`src/sv/dslp_pkg.sv`:
```
`timescale 1ns / 1ps
// Shared types and constants for the lax DER signature parser.
// Depends on nothing; every other file of the block imports it.
package dslp_pkg;

    localparam int INT_BYTES        = 32;
    localparam int LEN_OF_LEN_LIMIT = 8;
    localparam int VALUE_W          = 8 * INT_BYTES;
    localparam int WORD_W           = 64;
    localparam int WORDS            = 2 * VALUE_W / WORD_W;
    localparam int IDX_W            = $clog2(WORDS);
    localparam int DIGIT_W          = 6;
    localparam int IN_TDATA_W       = 8;
    localparam int OUT_TDATA_W      = 72;
    localparam int OUT_TUSER_W      = 2;

    localparam logic [7:0] SEQ_TAG  = 8'h30;
    localparam logic [7:0] INT_TAG  = 8'h02;

    localparam logic [VALUE_W-1:0] GROUP_ORDER =
        256'hFFFFFFFF_FFFFFFFF_FFFFFFFF_FFFFFFFE_BAAEDCE6_AF48A03B_BFD25E8C_D0364141;

    typedef enum logic [3:0] {
        PH_SEQ_TAG,
        PH_SEQ_LEN,
        PH_SEQ_SKIP,
        PH_R_TAG,
        PH_R_LEN,
        PH_R_LONG,
        PH_R_BODY,
        PH_S_TAG,
        PH_S_LEN,
        PH_S_LONG,
        PH_S_BODY,
        PH_DONE
    } phase_t;

    // Parse outcome handed from the parser to the emitter on a final byte.
    typedef struct packed {
        logic               ok;
        logic               r_over;
        logic               s_over;
        logic [VALUE_W-1:0] r_value;
        logic [VALUE_W-1:0] s_value;
    } sig_result_t;

endpackage

```
`src/sv/dslp_parser.sv`:
```
`timescale 1ns / 1ps
// Byte-wide DER parse state machine: tags, lengths and the R and S shift registers.
// Depends on dslp_pkg.
module dslp_parser #(
    parameter int unsigned MAX_STREAM_BYTES = 65535
) (
    input  logic                 clk,
    input  logic                 rst_n,
    input  logic                 step,
    input  logic [7:0]           data_byte,
    input  logic                 last_byte,
    output dslp_pkg::sig_result_t result
);
    import dslp_pkg::*;

    localparam int LEN_W = $clog2(MAX_STREAM_BYTES + 1);

    phase_t               phase_reg, phase_next;
    logic [LEN_W-1:0]     lc_reg, lc_next;
    logic [7:0]           lol_reg, lol_next;
    logic [VALUE_W-1:0]   r_reg, r_next, s_reg, s_next;
    logic [DIGIT_W-1:0]   rd_reg, rd_next, sd_reg, sd_next;
    logic                 seen_reg, seen_next;
    logic                 failed_reg, failed_next;

    always_comb
    begin
        logic                 second;
        phase_t               body_phase;
        phase_t               skip_phase;
        logic [LEN_W+7:0]     t_len;
        logic [LEN_W-1:0]     lc_dec;
        logic [LEN_W-1:0]     lc_sat;
        logic [7:0]           lol_dec;
        logic [VALUE_W-1:0]   v_cur;
        logic [DIGIT_W-1:0]   d_cur;

        phase_next  = phase_reg;
        lc_next     = lc_reg;
        lol_next    = lol_reg;
        r_next      = r_reg;
        s_next      = s_reg;
        rd_next     = rd_reg;
        sd_next     = sd_reg;
        seen_next   = seen_reg;
        failed_next = failed_reg;

        second     = (phase_reg == PH_S_LEN) || (phase_reg == PH_S_LONG) ||
                     (phase_reg == PH_S_BODY);
        body_phase = second ? PH_S_BODY : PH_R_BODY;
        skip_phase = second ? PH_DONE : PH_S_TAG;
        t_len      = {lc_reg, data_byte};
        lc_dec     = lc_reg - LEN_W'(1);
        lc_sat     = (t_len > (LEN_W + 8)'(MAX_STREAM_BYTES)) ?
                     LEN_W'(MAX_STREAM_BYTES) : t_len[LEN_W-1:0];
        lol_dec    = lol_reg - 8'd1;
        v_cur      = second ? s_reg : r_reg;
        d_cur      = second ? sd_reg : rd_reg;

        if (!failed_reg)
        begin
            case (phase_reg)
                PH_SEQ_TAG:
                begin
                    if (data_byte != SEQ_TAG)
                        failed_next = 1'b1;
                    else
                        phase_next = PH_SEQ_LEN;
                end
                PH_SEQ_LEN:
                begin
                    // The sequence length is only skipped, and only its long form has bytes.
                    if (data_byte[7] && (data_byte[6:0] != 7'd0))
                    begin
                        lc_next    = LEN_W'(data_byte[6:0]);
                        phase_next = PH_SEQ_SKIP;
                    end
                    else
                    begin
                        lc_next    = '0;
                        phase_next = PH_R_TAG;
                    end
                end
                PH_SEQ_SKIP:
                begin
                    lc_next = lc_dec;
                    if (lc_dec == '0)
                        phase_next = PH_R_TAG;
                end
                PH_R_TAG, PH_S_TAG:
                begin
                    if (data_byte != INT_TAG)
                        failed_next = 1'b1;
                    else
                        phase_next = (phase_reg == PH_S_TAG) ? PH_S_LEN : PH_R_LEN;
                end
                PH_R_LEN, PH_S_LEN:
                begin
                    seen_next = 1'b0;
                    if (data_byte[7])
                    begin
                        lol_next = {1'b0, data_byte[6:0]};
                        lc_next  = '0;
                        phase_next = (data_byte[6:0] == 7'd0) ? skip_phase
                                                               : (second ? PH_S_LONG : PH_R_LONG);
                    end
                    else
                    begin
                        lc_next    = LEN_W'(data_byte[6:0]);
                        phase_next = (data_byte[6:0] == 7'd0) ? skip_phase : body_phase;
                    end
                end
                PH_R_LONG, PH_S_LONG:
                begin
                    if (!seen_reg && (data_byte == 8'd0))
                    begin
                        // Leading zero length bytes are dropped.
                        lol_next = lol_dec;
                        if (lol_dec == 8'd0)
                        begin
                            seen_next  = 1'b0;
                            phase_next = (lc_reg == '0) ? skip_phase : body_phase;
                        end
                    end
                    else if (!seen_reg && (lol_reg >= 8'(LEN_OF_LEN_LIMIT)))
                    begin
                        failed_next = 1'b1;
                    end
                    else
                    begin
                        seen_next = 1'b1;
                        lc_next   = lc_sat;
                        lol_next  = lol_dec;
                        if (lol_dec == 8'd0)
                        begin
                            seen_next  = 1'b0;
                            phase_next = (lc_sat == '0) ? skip_phase : body_phase;
                        end
                    end
                end
                PH_R_BODY, PH_S_BODY:
                begin
                    lc_next = lc_dec;
                    if (seen_reg || (data_byte != 8'd0))
                    begin
                        seen_next = 1'b1;
                        if (d_cur < DIGIT_W'(INT_BYTES))
                        begin
                            if (second)
                            begin
                                s_next  = {v_cur[VALUE_W-9:0], data_byte};
                                sd_next = d_cur + DIGIT_W'(1);
                            end
                            else
                            begin
                                r_next  = {v_cur[VALUE_W-9:0], data_byte};
                                rd_next = d_cur + DIGIT_W'(1);
                            end
                        end
                        else if (second)
                            sd_next = DIGIT_W'(INT_BYTES + 1);
                        else
                            rd_next = DIGIT_W'(INT_BYTES + 1);
                    end
                    if (lc_dec == '0)
                        phase_next = skip_phase;
                end
                default:
                begin
                end
            endcase
        end
    end

    assign result.ok      = !failed_next && (phase_next == PH_DONE);
    assign result.r_over  = rd_next > DIGIT_W'(INT_BYTES);
    assign result.s_over  = sd_next > DIGIT_W'(INT_BYTES);
    assign result.r_value = r_next;
    assign result.s_value = s_next;

    always_ff @(posedge clk or negedge rst_n)
    begin
        if (!rst_n)
        begin
            phase_reg  <= PH_SEQ_TAG;
            lc_reg     <= '0;
            lol_reg    <= '0;
            r_reg      <= '0;
            s_reg      <= '0;
            rd_reg     <= '0;
            sd_reg     <= '0;
            seen_reg   <= 1'b0;
            failed_reg <= 1'b0;
        end
        else if (step)
        begin
            if (last_byte)
            begin
                // The final byte hands its outcome over and rearms for the next signature.
                phase_reg  <= PH_SEQ_TAG;
                lc_reg     <= '0;
                lol_reg    <= '0;
                r_reg      <= '0;
                s_reg      <= '0;
                rd_reg     <= '0;
                sd_reg     <= '0;
                seen_reg   <= 1'b0;
                failed_reg <= 1'b0;
            end
            else
            begin
                phase_reg  <= phase_next;
                lc_reg     <= lc_next;
                lol_reg    <= lol_next;
                r_reg      <= r_next;
                s_reg      <= s_next;
                rd_reg     <= rd_next;
                sd_reg     <= sd_next;
                seen_reg   <= seen_next;
                failed_reg <= failed_next;
            end
        end
    end

    // A digit count never goes past the oversize mark.
    a_digit_bound: assert property (@(posedge clk) disable iff (!rst_n)
        (rd_reg <= DIGIT_W'(INT_BYTES + 1)) && (sd_reg <= DIGIT_W'(INT_BYTES + 1)))
        else $error("digit count beyond oversize mark");

    // Once a parse has failed, the values stop changing until the final byte.
    a_failed_freeze: assert property (@(posedge clk) disable iff (!rst_n)
        failed_reg && step && !last_byte |=> $stable(r_reg) && $stable(s_reg))
        else $error("value changed after failure");

endmodule

```
`src/sv/dslp_emitter.sv`:
```
`timescale 1ns / 1ps
// Snapshot register, group-order check and the eight-word output bank.
// Depends on dslp_pkg.
module dslp_emitter (
    input  logic                               clk,
    input  logic                               rst_n,
    input  logic                               capture,
    input  dslp_pkg::sig_result_t              result,
    output logic                               snap_full,
    output logic                               m_tvalid,
    input  logic                               m_tready,
    output logic [dslp_pkg::OUT_TDATA_W-1:0]   m_tdata,   // sig_word, word_index, zero pad
    output logic [dslp_pkg::OUT_TUSER_W-1:0]   m_tuser,   // parse_ok, out_of_range
    output logic                               m_tlast
);
    import dslp_pkg::*;

    logic                          snap_valid_reg;
    sig_result_t                   snap_reg;
    logic                          bank_valid_reg;
    logic [WORDS-1:0][WORD_W-1:0]  bank_reg, bank_next;
    logic                          ok_reg, oor_reg, oor_next;
    logic [IDX_W-1:0]              idx_reg;
    logic                          word_taken, last_taken, bank_free, snap_adv;

    assign word_taken = m_tvalid && m_tready;
    assign last_taken = word_taken && (idx_reg == IDX_W'(WORDS - 1));
    assign bank_free  = !bank_valid_reg || last_taken;
    assign snap_adv   = snap_valid_reg && bank_free;
    assign snap_full  = snap_valid_reg;

    always_comb
    begin
        logic keep;
        oor_next = snap_reg.ok &&
                   (snap_reg.r_over || snap_reg.s_over ||
                    (snap_reg.r_value >= GROUP_ORDER) || (snap_reg.s_value >= GROUP_ORDER));
        keep = snap_reg.ok && !oor_next;
        for (int k = 0; k < WORDS / 2; k++)
        begin
            bank_next[k] = keep ?
                snap_reg.r_value[VALUE_W-1-k*WORD_W -: WORD_W] : '0;
            bank_next[k + WORDS / 2] = keep ?
                snap_reg.s_value[VALUE_W-1-k*WORD_W -: WORD_W] : '0;
        end
    end

    always_ff @(posedge clk or negedge rst_n)
    begin
        if (!rst_n)
        begin
            snap_valid_reg <= 1'b0;
            bank_valid_reg <= 1'b0;
            idx_reg        <= '0;
        end
        else
        begin
            if (capture)
                snap_valid_reg <= 1'b1;
            else if (snap_adv)
                snap_valid_reg <= 1'b0;

            if (snap_adv)
            begin
                bank_valid_reg <= 1'b1;
                idx_reg        <= '0;
            end
            else if (last_taken)
            begin
                bank_valid_reg <= 1'b0;
                idx_reg        <= '0;
            end
            else if (word_taken)
                idx_reg <= idx_reg + IDX_W'(1);
        end
    end

    always_ff @(posedge clk)
    begin
        if (capture)
            snap_reg <= result;
        if (snap_adv)
        begin
            bank_reg <= bank_next;
            ok_reg   <= snap_reg.ok;
            oor_reg  <= oor_next;
        end
    end

    assign m_tvalid = bank_valid_reg;
    assign m_tdata  = {(OUT_TDATA_W - WORD_W - IDX_W)'(0), idx_reg, bank_reg[idx_reg]};
    assign m_tuser  = {oor_reg, ok_reg};
    assign m_tlast  = idx_reg == IDX_W'(WORDS - 1);

    a_oor_needs_ok: assert property (@(posedge clk) disable iff (!rst_n)
        m_tvalid && oor_reg |-> ok_reg)
        else $error("out_of_range without parse_ok");

    a_reject_zero: assert property (@(posedge clk) disable iff (!rst_n)
        m_tvalid && (!ok_reg || oor_reg) |-> (bank_reg[idx_reg] == '0))
        else $error("nonzero word on a rejected signature");

    a_index_step: assert property (@(posedge clk) disable iff (!rst_n)
        word_taken && !m_tlast |=> m_tvalid && (idx_reg == $past(idx_reg) + IDX_W'(1)))
        else $error("word index did not advance");

    a_bank_drain: assert property (@(posedge clk) disable iff (!rst_n)
        last_taken && !snap_valid_reg |=> !m_tvalid)
        else $error("output valid after final word with nothing pending");

endmodule

```
`src/sv/der_signature_lax_parser.sv`:
```
`timescale 1ns / 1ps
// Top level of the lax DER signature parser: input register, parser and output bank.
// Depends on dslp_pkg, dslp_parser and dslp_emitter.
//
//  Channel | Direction | tdata                         | tuser                   | tlast
//  s_*     | in        | [7:0] data_byte               | none                    | last_byte
//  m_*     | out       | [63:0] sig_word, [66:64] idx  | [0] parse_ok, [1] oor   | last_word
//
// One byte beat is taken per cycle unless a final byte is held. Each byte is parsed from
// the input register by the state machine and the R and S shift registers. A beat with
// tlast produces eight output beats; the first appears after the final byte passes the
// input register, the snapshot with group-order check and the output bank. While m_tready
// is high the output bank sends one word per cycle, so signatures shorter than eight
// bytes are limited by the output side. A final byte waits in the input register only
// while the previous signature's snapshot waits for the bank; other bytes never wait.
// Reset is asynchronous and active low, and leaves the parser expecting a sequence tag.
module der_signature_lax_parser #(
    parameter int unsigned MAX_STREAM_BYTES = 65535
) (
    input  logic                               clk,
    input  logic                               rst_n,
    input  logic                               s_tvalid,
    output logic                               s_tready,
    input  logic [dslp_pkg::IN_TDATA_W-1:0]    s_tdata,   // data_byte
    input  logic                               s_tlast,   // last_byte
    output logic                               m_tvalid,
    input  logic                               m_tready,
    output logic [dslp_pkg::OUT_TDATA_W-1:0]   m_tdata,   // sig_word, word_index, zero pad
    output logic [dslp_pkg::OUT_TUSER_W-1:0]   m_tuser,   // parse_ok, out_of_range
    output logic                               m_tlast    // last_word
);
    import dslp_pkg::*;

    logic              in_valid_reg;
    logic [7:0]        in_byte_reg;
    logic              in_last_reg;
    logic              step;
    logic              snap_full;
    sig_result_t       result;

    // A byte is parsed unless it ends a signature while the snapshot slot is still taken.
    assign step     = in_valid_reg && (!in_last_reg || !snap_full);
    assign s_tready = !in_valid_reg || step;

    always_ff @(posedge clk or negedge rst_n)
    begin
        if (!rst_n)
            in_valid_reg <= 1'b0;
        else if (s_tvalid && s_tready)
            in_valid_reg <= 1'b1;
        else if (step)
            in_valid_reg <= 1'b0;
    end

    always_ff @(posedge clk)
    begin
        if (s_tvalid && s_tready)
        begin
            in_byte_reg <= s_tdata;
            in_last_reg <= s_tlast;
        end
    end

    dslp_parser #(
        .MAX_STREAM_BYTES(MAX_STREAM_BYTES)
    ) u_parser (
        .clk       (clk),
        .rst_n     (rst_n),
        .step      (step),
        .data_byte (in_byte_reg),
        .last_byte (in_last_reg),
        .result    (result)
    );

    dslp_emitter u_emitter (
        .clk       (clk),
        .rst_n     (rst_n),
        .capture   (step && in_last_reg),
        .result    (result),
        .snap_full (snap_full),
        .m_tvalid  (m_tvalid),
        .m_tready  (m_tready),
        .m_tdata   (m_tdata),
        .m_tuser   (m_tuser),
        .m_tlast   (m_tlast)
    );

    // A held byte stays put until the parser takes it.
    a_hold_byte: assert property (@(posedge clk) disable iff (!rst_n)
        in_valid_reg && !step |=> in_valid_reg && $stable(in_byte_reg) && $stable(in_last_reg))
        else $error("input register changed while stalled");

    // Only a final byte can be held back.
    a_stall_cause: assert property (@(posedge clk) disable iff (!rst_n)
        in_valid_reg && !step |-> in_last_reg && snap_full)
        else $error("input stalled without a pending snapshot");

endmodule

```
`config.mk`:
```
export PLATFORM = sky130hd
export DESIGN_NAME = der_signature_lax_parser
export DESIGN_NICKNAME = d
export VERILOG_FILES = /design/src/sv/dslp_pkg.sv /design/src/sv/dslp_parser.sv /design/src/sv/dslp_emitter.sv /design/src/sv/der_signature_lax_parser.sv
export SDC_FILE = /design/constraint.sdc
export NUM_CORES = 2
export LEC_CHECK = 0
export BUFFER_PORTS_ARGS = -buffer_cell sky130_fd_sc_hd__buf_4
export CORE_MARGIN = 2
export CORE_UTILIZATION = 57
export DETAILED_ROUTE_END_ITERATION = 8
export PLACE_DENSITY_LB_ADDON = 0.08
export SETUP_SLACK_MARGIN = 0.15
export SLEW_MARGIN = 20
export SYNTH_ARGS = -nofsm -noshare
export SYNTH_HDL_FRONTEND = slang
export SYNTH_SLANG_ARGS = --single-unit
```
`constraint.sdc`:
```
create_clock -name clk -period 26.1 [get_ports clk]
set_input_delay 5.22 -clock clk [delete_from_list [all_inputs] [get_ports clk]]
set_output_delay 5.22 -clock clk [all_outputs]
set_load 0.02 [all_outputs]
```
==> qor.csv <==
metric,value,unit
Unique masters post-synth,73,
largest net degree at the start of global routing,201,
Rel. slew slack,0.2326,
CTS tree,done,
P&R area growth vs syn,10.09,%
crit path kind,reg2out,
register area share after synthesis,0.6455,
CTS H-tree lvls,4,
remaining global-route overflow,0,
min Tclk post-route,8851,ps
Critical Path Source,u_emitter.idx_reg[0]$_DFFE_PN0P_,
CP max FO,93,
"Cell Chain, Critical Path",buf_12 -> mux4_2 -> mux2_2 -> buf_4,
Top-Level Pins,90,
final slew viol count,0,
Synth area leaders,"edfxtp_1 45%, dfrtp_1 20%, mux2_2 9.3%",
die area,125600,sq um
power per cell area,85.02,nW/um^2
Least-Margin Pin Slew,1151,ps
routability cong.,0.9370,
dpl cell area,71580,sq um
status,"complete, no violations",
Resize count post-CTS,0,
Final Hold Violating Endpoints,0,
final net count,4850,
Synth Register Bits,1598,
Crit path max-delay family,multiplexers,
RR Startpoint,u_emitter.snap_reg[189]$_DFFE_PP_,
final cycle utilization of the critical path,0.3391,
Placement Rows,128,
starting DRC count in detailed routing,6790,
# DRC,0,
initial antenna violation count,16,
Hold Crit Class,reg2reg,
fillcell total,9081,
final WL,217700,um
Worst EP arrival,3630,ps
final clock skew,28.96,ps
number of synthesized flops with an enable pin,1038,
dpl hpwl,146000,um
Routed Antenna Nets,0,
Final TNS setup,0,ps
IO Port Bufs,84,
initial core utilization,0.5743,
Worst VDD drop,0.00008708,V
max FFs per register,515,
Syn Std Cell Area,69990,sq um
setup repair after global routing missed its margin,no,
clock-pin slew on the worst setup and hold paths,60,ps
"slowest stage delay, CP",930,ps
worst skew pair latency,810,ps
final setup violating endpoints,0,
TritonRoute pass-1 iters,6,
CTS Buf Count,165,
CP Buf/Inv Count,2,
mean area per synthesized cell,14.11,sq um
postcts setup bufs,0,
CTS Sinks,1598,
Post-synth ARST share,0.3504,
Yosys top cell by area,edfxtp_1,
die height,354.4,um
Critical Path Sink Type,output pin,
hold path startpoint,u_parser.r_reg[255]$_DFFE_PN0P_,
layout cells sized above 1,0.2280,
gr usage total,0.3460,
synth warn,0,
DR vias,46340,
Mapped Cells,4961,
highest clock rate,113.0,MHz
vias in the first global route,43360,
overall power,6.551,mW
DR WL/cell,32.98,um
leakage power,29.15,nW
core area,121900,sq um
Vias/cell,7.021,
Max clock buf depth,3,
CTS root buffer,clkbuf_16,
CP max-delay cell,dfrtp_4,
Post-synth top flop,edfxtp_1,
post-synth top area share,0.4453,
Max-Cap Viols,0,
die width,354.4,um
Worst setup SP type,flop,
worst endpoint required time,20880,ps
# hold bufs at CTS,0,
first-pass GRT wire length,314600,um
fin area,77050,sq um
[through the flow]
step | utilization | worst slack, ps | hold WS [ps] | std cells
after global placement | 0.5873 | 17440 | 483.3 | 6284
after global routing | 0.6322 | 17020 | 513.7 | 6598
after floorplan | - | 2161 | 424.4 | 4965
final | 0.6322 | 17250 | 503.7 | 6601
after detailed placement | 0.5873 | 17430 | 489.1 | 6284
after CTS | 0.6318 | 17120 | 506.9 | 6596
[metal layers]
metal,routed length [um],GRT usage,up-vias
met5,22,0,-
met4,9394,0.1385,4
met3,22700,0.06036,301
met2,95970,0.4932,2685
met1,89640,0.5310,24030
li1,-,-,19320
[cells by family after synthesis]
family | after synthesis | share of synthesized area
and+or+nand+nor | 1421 | 0.1041
DFF | 1598 | 0.6455
AOI/OAI and AO/OA | 736 | 0.08565
xor gates and xnor gates | 14 | 0.001752
muxes | 709 | 0.1346
buffers and inverters | 473 | 0.02673
other | 1 | 0.00005358
adders and majority gates | 9 | 0.001609
[Yosys cell counts, drive strengths merged (8+ instances only)]
| cell type | number |
|---|---|
| nand2 | 79 |
| a21o | 9 |
| nor3 | 521 |
| nor2 | 77 |
| nand4 | 86 |
| dfrtp | 560 |
| ha | 9 |
| mux2 | 578 |
| o211ai | 11 |
| mux4 | 128 |
| clkbuf | 375 |
| or4 | 11 |
| a22o | 520 |
| nor4 | 38 |
| nand3 | 538 |
| a21oi | 42 |
| buf | 81 |
| inv | 17 |
| xnor2 | 8 |
| nor4b | 8 |
| o21ai | 65 |
| edfxtp | 1038 |
[final timing paths]
check                                                       to  slack (ps)  depth (start not counted)
max                                                m_tdata[62]       17250                          4
min                            u_parser.r_reg[255]$_DFFE_PN0P_         500                          1
max reg2reg                u_emitter.bank_reg[9]$_SDFFCE_PN0P_       19010                         12
min reg2reg                    u_parser.r_reg[255]$_DFFE_PN0P_         500                          1
max in group asynchronous       u_parser.r_reg[82]$_DFFE_PN0P_       18650                          5
min in group asynchronous      u_parser.s_reg[181]$_DFFE_PN0P_        4400                          1
[cell type report]
cell class              count  area (sq um)  area share
clock buffers             245          4816     0.06250
diodes                      3         7.507  0.00009743
inverters                  17         63.81   0.0008282
well taps                1625          2033     0.02639
flip-flops and latches   1598         45190      0.5865
clock inverters            67         613.1    0.007957
repair buffers            152          1290     0.01674
multi-input cells        2894         23030      0.2989
[power breakdown]
group,leakage [nW],switching [mW],total (mW),internal (mW)
clock network,2.66,1.00,2.37,1.37
registers,17.6,0.182,3.06,2.88
logic,8.91,0.722,1.12,0.395
[cells in the final DEF, fill, tap and decap left out, types with 6 or more instances in the layout]
cell type and instances:
clkinv_1 17, nor2_1 73, xnor2_1 8, bufinv_16 9, a21oi_1 42, clkbuf_16 170, clkbuf_1 47, nor3_1 520
a31oi_1 7, nand3_1 538, inv_6 7, buf_12 11, nand2_1 77, or4_1 11, nand4_1 86, clkbuf_8 28
inv_1 17, a22o_1 520, nand2b_1 7, a22oi_1 7, nor4_1 36, mux2_2 578, o211ai_1 11, clkinv_2 26
mux4_2 128, o31ai_1 7, ha_1 9, edfxtp_1 1038, xor2_1 6, dfrtp_1 557, a32oi_1 6, a21o_1 9
or3_1 7, buf_4 139, and2_1 7, or2_2 6, o21ai_0 64, nor4b_1 8
Power figures use the tool's default switching activity.
